### src/rtl/rd32_pkg.sv
// ---------------------------------------------------------------------------
// rd32_pkg
// Shared types and constants for the pipelined 32 by 16 restoring divider.
// ---------------------------------------------------------------------------
`default_nettype none

package rd32_pkg;

    localparam int DIVIDEND_W = 32;
    localparam int DIVISOR_W  = 17;
    localparam int QUOT_W     = 17;
    localparam int REM_W      = 16;

    typedef enum logic [1:0] {
        ST_OK       = 2'd0,
        ST_DIV_ZERO = 2'd1,
        ST_OVERFLOW = 2'd2
    } t_status;

    // control that travels with every request down the pipe
    typedef struct packed {
        logic    valid;
        logic    minus;
        t_status status;
    } t_ctrl;

endpackage

`default_nettype wire

### src/rtl/rd32_front.sv
// ---------------------------------------------------------------------------
// rd32_front
// Two entry stages: operand magnitudes, then zero and overflow checks and
// the initial partial remainder.
// ---------------------------------------------------------------------------
`default_nettype none

module rd32_front #(
    parameter int W = 16
) (
    input  wire logic                                i_clk,
    input  wire logic                                i_rst_n,
    input  wire logic                                i_valid,
    input  wire logic [rd32_pkg::DIVIDEND_W-1:0]     i_dividend,
    input  wire logic [rd32_pkg::DIVISOR_W-1:0]      i_divisor,
    output rd32_pkg::t_ctrl                          o_ctrl,
    output logic [W-1:0]                             o_rem,
    output logic [W-1:0]                             o_low,
    output logic [W-1:0]                             o_d
);

    // stage a: magnitudes
    logic                                r_valid_a;
    logic                                r_minus_a;
    logic [rd32_pkg::DIVIDEND_W-1:0]     r_mag_a;
    logic [rd32_pkg::DIVISOR_W-1:0]      r_mag_b;
    logic [rd32_pkg::DIVIDEND_W-1:0]     n_mag_a;
    logic [rd32_pkg::DIVISOR_W-1:0]      n_mag_b;

    // stage b: checks
    rd32_pkg::t_ctrl                     r_ctrl;
    rd32_pkg::t_ctrl                     n_ctrl;
    logic [W-1:0]                        r_rem;
    logic [W-1:0]                        r_low;
    logic [W-1:0]                        r_d;

    logic [W+rd32_pkg::DIVISOR_W-1:0]    w_mb_ext;
    logic [W-1:0]                        w_d;
    logic [rd32_pkg::DIVIDEND_W-1:0]     w_hi;
    logic                                w_ovf;

    always_comb begin
        n_mag_a = i_dividend[rd32_pkg::DIVIDEND_W-1] ? (~i_dividend + 32'd1) : i_dividend;
        n_mag_b = i_divisor[rd32_pkg::DIVISOR_W-1] ? (~i_divisor + 17'd1) : i_divisor;
    end

    always_ff @(posedge i_clk) begin
        if (!i_rst_n) begin
            r_valid_a <= 1'b0;
        end else begin
            r_valid_a <= i_valid;
        end
    end

    always_ff @(posedge i_clk) begin
        r_minus_a <= i_dividend[rd32_pkg::DIVIDEND_W-1] ^ i_divisor[rd32_pkg::DIVISOR_W-1];
        r_mag_a   <= n_mag_a;
        r_mag_b   <= n_mag_b;
    end

    // divisor magnitude cut or widened to W bits
    assign w_mb_ext = {{W{1'b0}}, r_mag_b};
    assign w_d      = w_mb_ext[W-1:0];
    assign w_hi     = r_mag_a >> W;
    assign w_ovf    = {{W{1'b0}}, w_hi} >= {{rd32_pkg::DIVIDEND_W{1'b0}}, w_d};

    always_comb begin
        n_ctrl.valid = r_valid_a;
        n_ctrl.minus = r_minus_a;
        if (w_d == '0) begin
            n_ctrl.status = rd32_pkg::ST_DIV_ZERO;
        end else if (w_ovf) begin
            n_ctrl.status = rd32_pkg::ST_OVERFLOW;
        end else begin
            n_ctrl.status = rd32_pkg::ST_OK;
        end
    end

    always_ff @(posedge i_clk) begin
        if (!i_rst_n) begin
            r_ctrl.valid <= 1'b0;
        end else begin
            r_ctrl.valid <= n_ctrl.valid;
        end
        r_ctrl.minus  <= n_ctrl.minus;
        r_ctrl.status <= n_ctrl.status;
        r_rem         <= w_hi[W-1:0];
        r_low         <= r_mag_a[W-1:0];
        r_d           <= w_d;
    end

    assign o_ctrl = r_ctrl;
    assign o_rem  = r_rem;
    assign o_low  = r_low;
    assign o_d    = r_d;

endmodule

`default_nettype wire

### src/rtl/rd32_step.sv
// ---------------------------------------------------------------------------
// rd32_step
// One restoring division step: shift in a dividend bit, trial subtract,
// keep or restore, record one quotient bit.
// ---------------------------------------------------------------------------
`default_nettype none

module rd32_step #(
    parameter int W = 16
) (
    input  wire logic             i_clk,
    input  wire logic             i_rst_n,
    input  wire rd32_pkg::t_ctrl  i_ctrl,
    input  wire logic [W-1:0]     i_rem,
    input  wire logic [W-1:0]     i_low,
    input  wire logic [W-1:0]     i_q,
    input  wire logic [W-1:0]     i_d,
    output rd32_pkg::t_ctrl       o_ctrl,
    output logic [W-1:0]          o_rem,
    output logic [W-1:0]          o_low,
    output logic [W-1:0]          o_q,
    output logic [W-1:0]          o_d
);

    rd32_pkg::t_ctrl  r_ctrl;
    logic [W-1:0]     r_rem;
    logic [W-1:0]     r_low;
    logic [W-1:0]     r_q;
    logic [W-1:0]     r_d;

    logic [W:0]       w_trial;
    logic [W:0]       w_diff;
    logic             w_ge;
    logic [W-1:0]     n_rem;
    logic [W-1:0]     n_low;
    logic [W-1:0]     n_q;

    // trial value is one bit wider than the divisor so the shift loses nothing
    assign w_trial = {i_rem, i_low[W-1]};
    assign w_diff  = w_trial - {1'b0, i_d};
    assign w_ge    = w_trial >= {1'b0, i_d};

    always_comb begin
        n_rem = w_ge ? w_diff[W-1:0] : w_trial[W-1:0];
        n_low = {i_low[W-2:0], 1'b0};
        n_q   = {i_q[W-2:0], w_ge};
    end

    always_ff @(posedge i_clk) begin
        if (!i_rst_n) begin
            r_ctrl.valid <= 1'b0;
        end else begin
            r_ctrl.valid <= i_ctrl.valid;
        end
        r_ctrl.minus  <= i_ctrl.minus;
        r_ctrl.status <= i_ctrl.status;
        r_rem         <= n_rem;
        r_low         <= n_low;
        r_q           <= n_q;
        r_d           <= i_d;
    end

    assign o_ctrl = r_ctrl;
    assign o_rem  = r_rem;
    assign o_low  = r_low;
    assign o_q    = r_q;
    assign o_d    = r_d;

    a_valid_moves: assert property (@(posedge i_clk) disable iff (!i_rst_n)
        i_ctrl.valid |=> o_ctrl.valid)
        else $error("request lost in divider step");

    a_rem_below_d: assert property (@(posedge i_clk) disable iff (!i_rst_n)
        (o_ctrl.valid && (o_ctrl.status == rd32_pkg::ST_OK)) |-> (o_rem < o_d))
        else $error("partial remainder not below divisor");

endmodule

`default_nettype wire

### src/rtl/restoring_divider_32_by_16.sv
// ---------------------------------------------------------------------------
// restoring_divider_32_by_16
// Pipelined signed 32 by 16 restoring divider with zero and overflow status.
// ---------------------------------------------------------------------------
// Accepts one division per clock: busy is always low, so a request is taken
// at every edge where start is high. Each result appears on the o_ ports for
// one cycle with o_strobe high once it has passed through the pipeline:
// two entry stages (magnitudes, then checks), one pipeline stage per
// quotient bit, and an output register that applies the sign. Results come
// back in request order and cannot be held off. Quotient and remainder are
// zero when status reports divide by zero or overflow.
`default_nettype none

module restoring_divider_32_by_16 #(
    parameter int DIVISOR_WIDTH = 16
) (
    input  wire logic                              i_clk,
    input  wire logic                              i_rst_n,
    input  wire logic                              start,
    output logic                                   busy,
    input  wire logic [rd32_pkg::DIVIDEND_W-1:0]   i_dividend,
    input  wire logic [rd32_pkg::DIVISOR_W-1:0]    i_divisor,
    output logic                                   o_strobe,
    output logic [rd32_pkg::QUOT_W-1:0]            o_quotient,
    output logic [rd32_pkg::REM_W-1:0]             o_remainder,
    output logic [1:0]                             o_status
);

    localparam int W   = DIVISOR_WIDTH;
    localparam int LAT = DIVISOR_WIDTH + 3;

    rd32_pkg::t_ctrl  w_ctrl [0:W];
    logic [W-1:0]     w_rem  [0:W];
    logic [W-1:0]     w_low  [0:W];
    logic [W-1:0]     w_q    [0:W];
    logic [W-1:0]     w_d    [0:W];

    logic                              r_strobe;
    logic [rd32_pkg::QUOT_W-1:0]       r_quotient;
    logic [rd32_pkg::REM_W-1:0]        r_remainder;
    rd32_pkg::t_status                 r_status;

    logic [W+rd32_pkg::QUOT_W-1:0]     w_q_ext;
    logic [W+rd32_pkg::REM_W-1:0]      w_rem_ext;
    logic [rd32_pkg::QUOT_W-1:0]       w_q_mag;
    logic [rd32_pkg::QUOT_W-1:0]       n_quotient;
    logic [rd32_pkg::REM_W-1:0]        n_remainder;

    assign busy = 1'b0;

    rd32_front #(.W(W)) u_front (
        .i_clk      (i_clk),
        .i_rst_n    (i_rst_n),
        .i_valid    (start),
        .i_dividend (i_dividend),
        .i_divisor  (i_divisor),
        .o_ctrl     (w_ctrl[0]),
        .o_rem      (w_rem[0]),
        .o_low      (w_low[0]),
        .o_d        (w_d[0])
    );

    assign w_q[0] = '0;

    for (genvar s = 0; s < W; s++) begin : g_step
        rd32_step #(.W(W)) u_step (
            .i_clk   (i_clk),
            .i_rst_n (i_rst_n),
            .i_ctrl  (w_ctrl[s]),
            .i_rem   (w_rem[s]),
            .i_low   (w_low[s]),
            .i_q     (w_q[s]),
            .i_d     (w_d[s]),
            .o_ctrl  (w_ctrl[s+1]),
            .o_rem   (w_rem[s+1]),
            .o_low   (w_low[s+1]),
            .o_q     (w_q[s+1]),
            .o_d     (w_d[s+1])
        );
    end

    assign w_q_ext   = {{rd32_pkg::QUOT_W{1'b0}}, w_q[W]};
    assign w_rem_ext = {{rd32_pkg::REM_W{1'b0}}, w_rem[W]};
    assign w_q_mag   = w_q_ext[rd32_pkg::QUOT_W-1:0];

    always_comb begin
        if (w_ctrl[W].status == rd32_pkg::ST_OK) begin
            // zero magnitude negates to zero, so no negative zero
            n_quotient  = w_ctrl[W].minus ? (~w_q_mag + 17'd1) : w_q_mag;
            n_remainder = w_rem_ext[rd32_pkg::REM_W-1:0];
        end else begin
            n_quotient  = '0;
            n_remainder = '0;
        end
    end

    always_ff @(posedge i_clk) begin
        if (!i_rst_n) begin
            r_strobe <= 1'b0;
        end else begin
            r_strobe <= w_ctrl[W].valid;
        end
    end

    always_ff @(posedge i_clk) begin
        r_quotient  <= n_quotient;
        r_remainder <= n_remainder;
        r_status    <= w_ctrl[W].status;
    end

    assign o_strobe    = r_strobe;
    assign o_quotient  = r_quotient;
    assign o_remainder = r_remainder;
    assign o_status    = r_status;

    a_error_zeroes: assert property (@(posedge i_clk) disable iff (!i_rst_n)
        (o_strobe && (r_status != rd32_pkg::ST_OK))
        |-> ((o_quotient == '0) && (o_remainder == '0)))
        else $error("nonzero result on error status");

    a_strobe_has_request: assert property (@(posedge i_clk) disable iff (!i_rst_n)
        o_strobe |-> $past(start, LAT))
        else $error("result strobe without matching request");

endmodule

`default_nettype wire

### config.mk
export PLATFORM = sky130hd
export DESIGN_NAME = restoring_divider_32_by_16
export DESIGN_NICKNAME = d
export VERILOG_FILES = /design/src/rtl/rd32_pkg.sv /design/src/rtl/rd32_front.sv /design/src/rtl/rd32_step.sv /design/src/rtl/restoring_divider_32_by_16.sv
export SDC_FILE = /design/constraint.sdc
export NUM_CORES = 1
export LEC_CHECK = 0
export ABC_AREA = 1
export BUFFER_PORTS_ARGS = -buffer_cell sky130_fd_sc_hd__buf_2
export CAP_MARGIN = 20
export CELL_PAD_IN_SITES_DETAIL_PLACEMENT = 1
export CELL_PAD_IN_SITES_GLOBAL_PLACEMENT = 2
export CORE_AREA = 2 2 333 335
export CTS_CLUSTER_SIZE = 10
export DETAILED_ROUTE_END_ITERATION = 8
export DIE_AREA = 0 0 335 337
export PLACE_DENSITY_LB_ADDON = 0.1
export SLEW_MARGIN = 30
export SYNTH_ARGS = -nofsm -noshare
export SYNTH_HDL_FRONTEND = slang
export SYNTH_SLANG_ARGS = --single-unit
export TNS_END_PERCENT = 30
### constraint.sdc
create_clock -name i_clk -period 5 [get_ports i_clk]
set_clock_uncertainty 0.05 [all_clocks]
set_input_delay 0.75 -clock i_clk [delete_from_list [all_inputs] [get_ports i_clk]]
set_output_delay 0.75 -clock i_clk [all_outputs]
set_load 0.005 [all_outputs]
# After elaboration in Yosys (flattened, before gate mapping)
# Index checks and enable logic that the tools add are counted.
[word_totals]
regBits = 954
inputBits = 52
output_inout_bits = 37
[classes]
addsub = 19
magnitude_cmp = 17
muxes = 20
bitwise_logic = 4
reduce_logical = 3
[ops]
columns = ["op", "n"]
rows = [
  ["2-to-1 mux 16 bit", 18],
  [">= comparator 17 x 16 -> 1 bit", 16],
  ["subtractor 16 bit", 16],
  ["adder 32 x 1 -> 32 bit (second input constant)", 1],
  ["inverter 32 bit", 1],
  ["2-to-1 mux 31 bit", 1],
  ["adder 17 x 1 -> 17 bit (second input constant)", 1],
  ["inverter 16 -> 17 bit", 1],
  ["adder 16 x 1 -> 16 bit (second input constant)", 1],
  [">= comparator 16 bit", 1],
  ["zero test 16 bit", 1],
  ["inverter 16 bit", 1],
  ["zero test 2 bit", 1],
  ["2-to-1 mux 2 bit", 1],
  ["AND reduction 2 bit", 1],
  ["XOR 1 bit", 1],
]

# Longest topological paths before layout
# Gate-level depths: netlist of the first run.
[depth]
word_depth = 3
depth_mapped = 15

# By module
# Synthesis of the first run repeated with hierarchy kept, for this count alone.
[unflattened]
hier_cells = 6111
hier_area_um2 = 48323.8
[by_module_without_submodules]
columns = ["module", "instances", "cells_per_inst", "area_each_um2"]
rows = [
  ["rd32_step (g_step[0].u_step ...)", 12, 340, 2678.8],
  ["rd32_step (g_step[15].u_step ...)", 3, 341, 2698.8],
  ["rd32_front", 1, 470, 3883.7],
  ["rd32_step (g_step[14].u_step)", 1, 352, 2792.7],
  ["restoring_divider_32_by_16", 1, 186, 1405.1],
]

# Least setup slack after synthesis of the first run
# No wires, ideal clock.
[synth_timing]
kind = "in2reg"
start = "input port i_dividend[2] in the netlist's numbering"
end = "register u_front.r_mag_a[29] in the netlist's numbering"
arrival_ps = 1619
required_ps = 4837
setup_slack_ps = 3218
cell_stages = 8
path_cell_list = "inv_1 -> nand3_1 -> nor2_2 -> nand2_1 -> nor2_1 -> nand3_1 -> nand3b_1 -> nand2_1"
[synth_between]
elab_chain_cells = 3
[synth_lines]
columns = ["item", "line_no", "rtl"]
rows = [
  ["start, declared", "restoring_divider_32_by_16.sv:21", "input wire logic [rd32_pkg::DIVIDEND_W-1:0] i_dividend,"],
  ["inverter 32 bit", "rd32_front.sv:43", "n_mag_a = i_dividend[rd32_pkg::DIVIDEND_W-1] ? (~i_dividend + 32'd1) : i_dividend;"],
  ["adder 32 x 1 -> 32 bit", "rd32_front.sv:43", ""],
  ["2-to-1 mux 31 bit", "rd32_front.sv:43", ""],
  ["named net u_front.n_mag_a, one bit", "rd32_front.sv:27", "logic [rd32_pkg::DIVIDEND_W-1:0] n_mag_a;"],
  ["end signal, assigned", "rd32_front.sv:57", "r_mag_a <= n_mag_a;"],
  ["end, declared", "rd32_front.sv:25", "logic [rd32_pkg::DIVIDEND_W-1:0] r_mag_a;"],
]
# The timed path passes the listed nets, and every way through them passes these cells.
# A chain may end at the register's enable or synchronous reset.

# Final worst setup path of the first run
[layout_timing]
start = "register g_step[2].u_step.r_d[11]"
end = "register g_step[3].u_step.r_rem[5]"
[layout_between]
elab_chain_cells = 2
[layout_lines]
columns = ["item", "line_no", "rtl"]
rows = [
  ["start, declared", "rd32_step.sv:29", "logic [W-1:0] r_d;"],
  ["start signal, assigned", "rd32_step.sv:60", "r_d <= i_d;"],
  [">= comparator 17 x 16 -> 1 bit", "rd32_step.sv:41", "assign w_ge = w_trial >= {1'b0, i_d};"],
  ["2-to-1 mux 16 bit", "rd32_step.sv:44", "n_rem = w_ge ? w_diff[W-1:0] : w_trial[W-1:0];"],
  ["named net g_step[3].u_step.n_rem[5]", "rd32_step.sv:34", "logic [W-1:0] n_rem;"],
  ["end signal, assigned", "rd32_step.sv:57", "r_rem <= n_rem;"],
  ["end, declared", "rd32_step.sv:26", "logic [W-1:0] r_rem;"],
]
# The timed path passes the listed nets, and every way through them passes these cells.

==> results of run 1 <==
[path summary, 6_finish.rpt]
kind                                            startpoint                         end  slack, ns  cells after the start
worst min register to register  g_step[8].u_step.o_low[12]  g_step[9].u_step.o_low[13]       0.25                      0
worst min-delay path                          i_divisor[0]          u_front.r_mag_b[0]       0.11                      1
worst max register to register    g_step[2].u_step.o_d[11]   g_step[3].u_step.o_rem[5]       2.29                     12
worst max-delay path              g_step[2].u_step.o_d[11]   g_step[3].u_step.o_rem[5]       2.29                     12
[kinds of logic after synthesis]
group / count (synthesis)
AO/OA/AOI/OAI: 235
AND/OR/NAND/NOR: 3136
adder cells (fa/ha/maj): 291
XOR/XNOR: 130
flip-flops: 954
buffers and inverters: 1209
other: 1
[cells in the final DEF, fill, tap and decap left out, types with 8 or more instances in the layout]
cell / netlist / layout
o21bai_1: 13 / 13
xnor2_1: 28 / 28
inv_1: 1127 / 1127
and2_1: 17 / 17
buf_2: 27 / 87
nand3_2: 16 / 16
a21oi_1: 171 / 171
nand4_1: 81 / 81
o21ai_0: 31 / 31
or2_2: 8 / 8
nor2_1: 267 / 267
clkinv_2: 0 / 9
o21a_1: 15 / 15
clkbuf_8: 0 / 15
ha_1: 275 / 275
dfxtp_1: 954 / 954
nand2_2: 27 / 27
nand2_4: 14 / 14
nand2_1: 2110 / 2110
clkbuf_1: 11 / 12
nand3_1: 463 / 463
nor2_4: 17 / 17
nor3_1: 48 / 48
fa_1: 16 / 16
inv_2: 11 / 11
nand3b_1: 44 / 44
xor2_1: 102 / 102
clkbuf_16: 0 / 114
[power breakdown]
part	leakage (nW)	total, mW	switching [mW]	internal [mW]
clock network	1.65	7.56	3.14	4.42
logic	17.4	15.2	10.1	5.13
registers	8.03	11.3	1.45	9.87
total	27.1	34.1	14.7	19.4
[through the flow]
| stage | hold slack (ns) | util (%) |
|---|---|---|
| after floorplan | 0.2596 | - |
| after global routing | 0.09782 | 44.25 |
| after global placement | 0.2603 | 41.18 |
| final | 0.1113 | 44.25 |
| after detailed placement | 0.2632 | 41.18 |
| after CTS | 0.05756 | 44.25 |
[critical path: cells and delay by family (launching register included)]
family        cells  cell delay [ns]
simple gates      9             1.42
flops             1             0.56
fa+ha+maj         1             0.37
buf+inv           2             0.13
[layer usage]
| layer | vias to the layer above | track usage, % |
|---|---|---|
| met5 | - | 0 |
| met2 | 367 | 38.84 |
| li1 | 18380 | - |
| met4 | 0 | 5.868 |
| met1 | 16570 | 30.69 |
| met3 | 142 | 2.657 |
[layout make-up]
class | instances | share of cell area [%]
Multi-Input combinational cell | 3793 | 40.27
Sequential cell | 954 | 39.38
Inverter | 1139 | 8.816
Clock buffer | 141 | 6.401
Tap cell | 1426 | 3.679
Timing Repair Buffer | 88 | 0.9133
Clock inverter | 20 | 0.5444
[registers in the layout, summed over array words and instances (netlist names)]
name,flops
o_status,2
g_step.u_step.o_low,120
g_step.u_step.o_rem,256
u_front.o_low,16
u_front.o_rem,16
u_front.r_mag_b,16
g_step.u_step.o_d,240
u_front.r_valid_a,1
u_front.o_ctrl,4
o_strobe,1
o_remainder,16
o_quotient,17
u_front.r_mag_a,32
u_front.o_d,16
g_step.u_step.o_ctrl,64
g_step.u_step.o_q,136
u_front.r_minus_a,1
==> results.cfg, run 1 <==
[setup_path]
crit_arrival_ns = 3.21
crit_chain = inv_1 > ha_1 > nand2_1 > inv_2 > nand2_1 > nor2_1 > nand3b_1 > nand2_1 > nor2_4 > nand2_4 > nand2_1 > nand2_1
cp-start-kind = flop
crit_fanout = 17
crit_path_top_delay_cell = dfxtp_1
critPathMaxStageDelay_ns = 0.56
crit_type = flop to flop
endpoint_kind = flop
cp.required_ns = 5.50
crit_top_cell = nand2_1

[clock_network]
clock_latency_ns = 0.71
post_cts_buffers = 0
cts_root_buf = clkbuf_16
cts_resized = 0
clock_path_buffers = 3
clock-sinks = 954
cts_buffers = 114
clk_pin_slew_worst_paths_ns = 0.06
cts_hold_buf = 0
cts_tree = built
htreeDepth = 3

[drt]
drt_iter0_markers = 1345
drt-met1-wl_mm = 62.31
viasPerCell = 4.690
top_layer = met4
wl_per_cell_um = 17.07
route.met2.wl_mm = 60.20
dr.pass1.iters = 5
routed_wl_mm = 129.0
antenna_left = 0
wl_met3_mm = 3.795
drc = 0
vias = 35460

[synth]
synth_top_family_by_area = simple AND/OR/NAND/NOR gates
synth-simple-area-share_pct = 30.79
syn_inst = 5956
synth_compound_area_share_pct = 2.912
synth_area_leaders = dfxtp_1 (44%), nand2_1 (18%), inv_1 (9.7%)
synth_fa_ha_area_share_pct = 8.668
synth-edff-count = 0
yosysMostFrequentCell = nand2_1
synth_xor_area_share_pct = 2.624
synthMuxAreaShare_pct = 0
synthTopCellsByCount = nand2_1 (2110), inv_1 (1127), dfxtp_1 (954), nand3_1 (463), ha_1 (275)
ys_ff_latch = 954
netlist_area_um2 = 43390
yosysSeqAreaShare_pct = 44.01
synth_top_area_share_pct = 44.01
synth.largest_area_cell = dfxtp_1
synth.distinct_cells = 45
synth_top_flop_cell = dfxtp_1
syn_area_per_cell_um2 = 7.285
synthArstFlopShare_pct = 0
syn-num-nets = 6299
ys_warn_count = 0

[global_routing]
antenna_found_initial = 8
grt_pass1_wl_mm = 202.0
grt_pass1_vias = 36440
grt_max_degree = 32
grt_usage_pct = 22.83
grt_overflow = 0

[timing]
max_freq_mhz = 369.0
slew_viol_final = 0
finalCritPeriodShare_pct = 54.21
final.setup.tns_ns = 0
worst_pin_slew_ns = 0.6653
fin_ws_ns = 2.290
rsz0062_at_grt = no
slew_headroom_pct = 55.37
finalHoldViolCount = 0
fin_crit_ns = 2.710
setup_viol = 0

[cells_and_area]
multi_input_area_um2 = 19530
drive_gt1_share_pct = 5.656
fill_cells = 13880
seqCellArea_um2 = 19100
diodes = 0
finish.instance_area_um2 = 48500
fin_cells = 7561
syn_to_final_growth_pct = 11.77
num-nets-final = 6433

[status]
outcome = finished, final reports clean

[worst_hold_path]
hold_path.class = input port to flop

[die]
die_height_um = 337
die_w_um = 335
ioPinCount = 89
num_rows = 122
die_area_um2 = 112900
initial_utilization_pct = 39.59
core_area_um2 = 109600

[placed_design]
place_area_um2 = 45130
numPortBuffers = 87
dp_hpwl_mm = 104.2
place_inst = 7400
post-place-ws_ns = 2.221
place.gp.congestion = 0.8675

[power]
totalPowerFinal_mw = 34.12
leakagePower_nw = 27.09
powerDensity_nw_per_um2 = 703.5
ir_drop_mv = 0.3199

[run]
maxCapViolCount = 0
Power figures use the tool's default switching activity.
==> inputs of run 2 (changes only) <==
--- a/config.mk
+++ b/config.mk
@@ -5,15 +5,15 @@
 export SDC_FILE = /design/constraint.sdc
 export NUM_CORES = 1
 export LEC_CHECK = 0
-export ABC_AREA = 1
+export ABC_AREA = 0
 export BUFFER_PORTS_ARGS = -buffer_cell sky130_fd_sc_hd__buf_2
 export CAP_MARGIN = 20
 export CELL_PAD_IN_SITES_DETAIL_PLACEMENT = 1
 export CELL_PAD_IN_SITES_GLOBAL_PLACEMENT = 2
-export CORE_AREA = 2 2 333 335
+export CORE_AREA = 2 2 318 320
 export CTS_CLUSTER_SIZE = 10
 export DETAILED_ROUTE_END_ITERATION = 8
-export DIE_AREA = 0 0 335 337
+export DIE_AREA = 0 0 320 322
 export PLACE_DENSITY_LB_ADDON = 0.1
 export SLEW_MARGIN = 30
 export SYNTH_ARGS = -nofsm -noshare
==> constraint.sdc (replaced) <==
create_clock -name i_clk -period 2.4 [get_ports i_clk]
set_clock_uncertainty 0.05 [all_clocks]
set_input_delay 0.36 -clock i_clk [delete_from_list [all_inputs] [get_ports i_clk]]
set_output_delay 0.36 -clock i_clk [all_outputs]
set_load 0.005 [all_outputs]
==> results.cfg, run 2 <==
[cells_and_area]
final_util_pct = 52.94
fill_cells = 10620
layout_commonest_cell = dfxtp_1
seqCellArea_um2 = 19270
syn_to_final_growth_pct = 43.93
multi_input_area_um2 = 19480
layout_common_cells = dfxtp_1 (834), buf_4 (773), inv_1 (311), nand2_1 (180), ha_1 (173)
diodes = 0
drive_gt1_share_pct = 39.14
num-nets-final = 4899
largest_reg_flops = 256

[synth]
synth_area_leaders = dfxtp_1 (52%), ha_1 (9.4%), mux2_2 (4.6%)
ys_warn_count = 0
ys_ff_latch = 954
syn_inst = 3517
synth.largest_area_cell = dfxtp_1
netlist_area_um2 = 36620
syn-num-nets = 3860
synthArstFlopShare_pct = 0
yosysSeqAreaShare_pct = 52.15
yosysMostFrequentCell = dfxtp_1
synth.distinct_cells = 70
synth_top_area_share_pct = 52.15
synth-edff-count = 0
synthTopCellsByCount = dfxtp_1 (954), inv_1 (357), ha_1 (275), nand2_1 (196), o21ai_0 (189)
synth_top_flop_cell = dfxtp_1
syn_area_per_cell_um2 = 10.41

[timing]
worst_pin_slew_ns = 0.6469
slew_viol_final = 0
fin_ws_ns = -0.3397
rsz0062_at_grt = yes
finalHoldViolCount = 0
setup_viol = 161
finalCritPeriodShare_pct = 114.2
fin_crit_ns = 2.740
final.setup.tns_ns = -21.11
max_freq_mhz = 365.0
hold-worst-slack_ns = 0.1097
slew_headroom_pct = 56.88

[setup_path]
crit_type = flop to flop
crit_chain = inv_2 > ha_4 > nand4_1 > o21bai_4 > a21oi_4 > nor2_2 > o211ai_1 > nor2_1 > o41a_1 > buf_12 > mux2_2
endpoint_kind = flop
crit_arrival_ns = 3.23
path_buf_inv = 2
crit_fanout = 15
critical-path-top-delay-family = compound AO/OA/AOI/OAI gates
crit_path_top_delay_cell = o41a_1
cp-start-kind = flop
cp.required_ns = 2.89
critPathMaxStageDelay_ns = 0.43

[clock_network]
clock_latency_ns = 0.69
clock-sinks = 954
htreeDepth = 3
cts_buffers = 111
clock_path_buffers = 3
cts_root_buf = clkbuf_16
cts_tree = built
clk_pin_slew_worst_paths_ns = 0.05

[drt]
viasPerCell = 4.818
routed_wl_mm = 107.6
wl_per_cell_um = 18.24
vias = 28420
drt_iter0_markers = 880
drc = 0
antenna_left = 0
dr.pass1.iters = 5

[global_routing]
grt_pass1_vias = 31500
grt_overflow = 0
grt_usage_pct = 20.55
grt_max_degree = 34
antenna_found_initial = 0
grt_pass1_wl_mm = 168.0

[run]
maxCapViolCount = 0

[worst_hold_path]
hold_path.class = input port to flop

[die]
initial_utilization_pct = 36.78
die_w_um = 320
die_area_um2 = 103000
ioPinCount = 89
core_area_um2 = 99570
die_height_um = 322
num_rows = 116

[power]
ir_drop_mv = 0.7062
powerDensity_nw_per_um2 = 1598
leakagePower_nw = 23.86

[placed_design]
place.gp.congestion = 0.8516
numPortBuffers = 87
dp_hpwl_mm = 79.84
post-place-ws_ns = -0.7077

[status]
violations = setup timing
outcome = finished with violations
run 2: changes by cell type in the layout (fill, tap and decap cells not counted), sizes merged, moves of 118 or more:
cell   change
nand2   -1955
buf      +831
inv      -783
nand3    -427
o21ai    +162
mux2     +149
nor2     -127
xnor2    +118
run 2: worst paths after layout:
check	startpoint	end	slack, ns	cells past startpoint
min	i_dividend[11]	u_front.r_mag_a[13]	0.11	4
min reg2reg	g_step[14].u_step.o_q[6]	g_step[15].u_step.o_q[7]	0.26	0
max	g_step[7].u_step.o_d[6]	g_step[8].u_step.o_rem[15]	-0.34	11
max reg2reg	g_step[7].u_step.o_d[6]	g_step[8].u_step.o_rem[15]	-0.34	11
run 2: layout make-up:
class / count / area share [%]
inverters: 357 / 2.554
multi-input cells: 2153 / 36.95
clock buffers: 144 / 5.638
flip-flops and latches: 954 / 36.55
well taps: 1298 / 3.081
clock inverters: 14 / 0.4273
repair buffers: 979 / 14.79
run 2: routing by layer:
layer	track usage, %	wire (um)	vias up
met4	9.504	5048	0
met3	2.829	2266	223
li1	-	-	14110
met2	40.44	58980	309
met1	21.29	41300	13770
met5	0	0	-
run 2: metrics by stage:
step / total power, mW / area, um^2 / std cells
6_report: 84.25 / 52710 / 5899
5_1_grt: 90.02 / 52710 / 5899
4_1_cts: 81.97 / 51330 / 5873
3_5_place_dp: 59.91 / 44370 / 5539
3_3_place_gp: 58.84 / 44370 / 5539
2_1_floorplan: 44.68 / 37220 / 3517
run 2: worst reg2reg max path, delay by kind of cell, from the launching register on:
family	cells	cell delay (ns)
flip-flops	1	0.34
multiplexers	1	0.32
adder cells (fa/ha/maj)	1	0.27
buffers and inverters	2	0.22
AO/OA/AOI/OAI	4	1.09
AND/OR/NAND/NOR	3	0.29
run 2: logic make-up (layout without fill, tap and decap cells):
logic type      Yosys count  in the layout  share of synthesized area (%)
compound gates          725            726                          12.62
xor+xnor                235            235                          5.621
fa+ha+maj               291            291                          10.27
buf+inv                 411           1494                          4.227
flops                   954            954                          52.15
mux                     174            174                          5.265
other cells               1              1                        0.01024
simple gates            726            726                          9.830
run 2: timing repair:
item                                    4_1_cts  5_1_grt
setup buffers                               107       33
endpoints found under the setup margin      273      278
gates resized for setup                     487      311
cloned                                       15        0
hold endpoints to repair                     68        0
pin swaps                                   191      129
hold buffers                                 59        0
run 2: report_power, final:
group          switching [mW]  total, mW  leakage [nW]  internal [mW]
combinational            20.5       45.3          14.3           24.8
clock                    6.25       15.0          1.56           8.78
sequential               3.12       24.0          8.03           20.8
total                    29.9       84.2          23.9           54.4
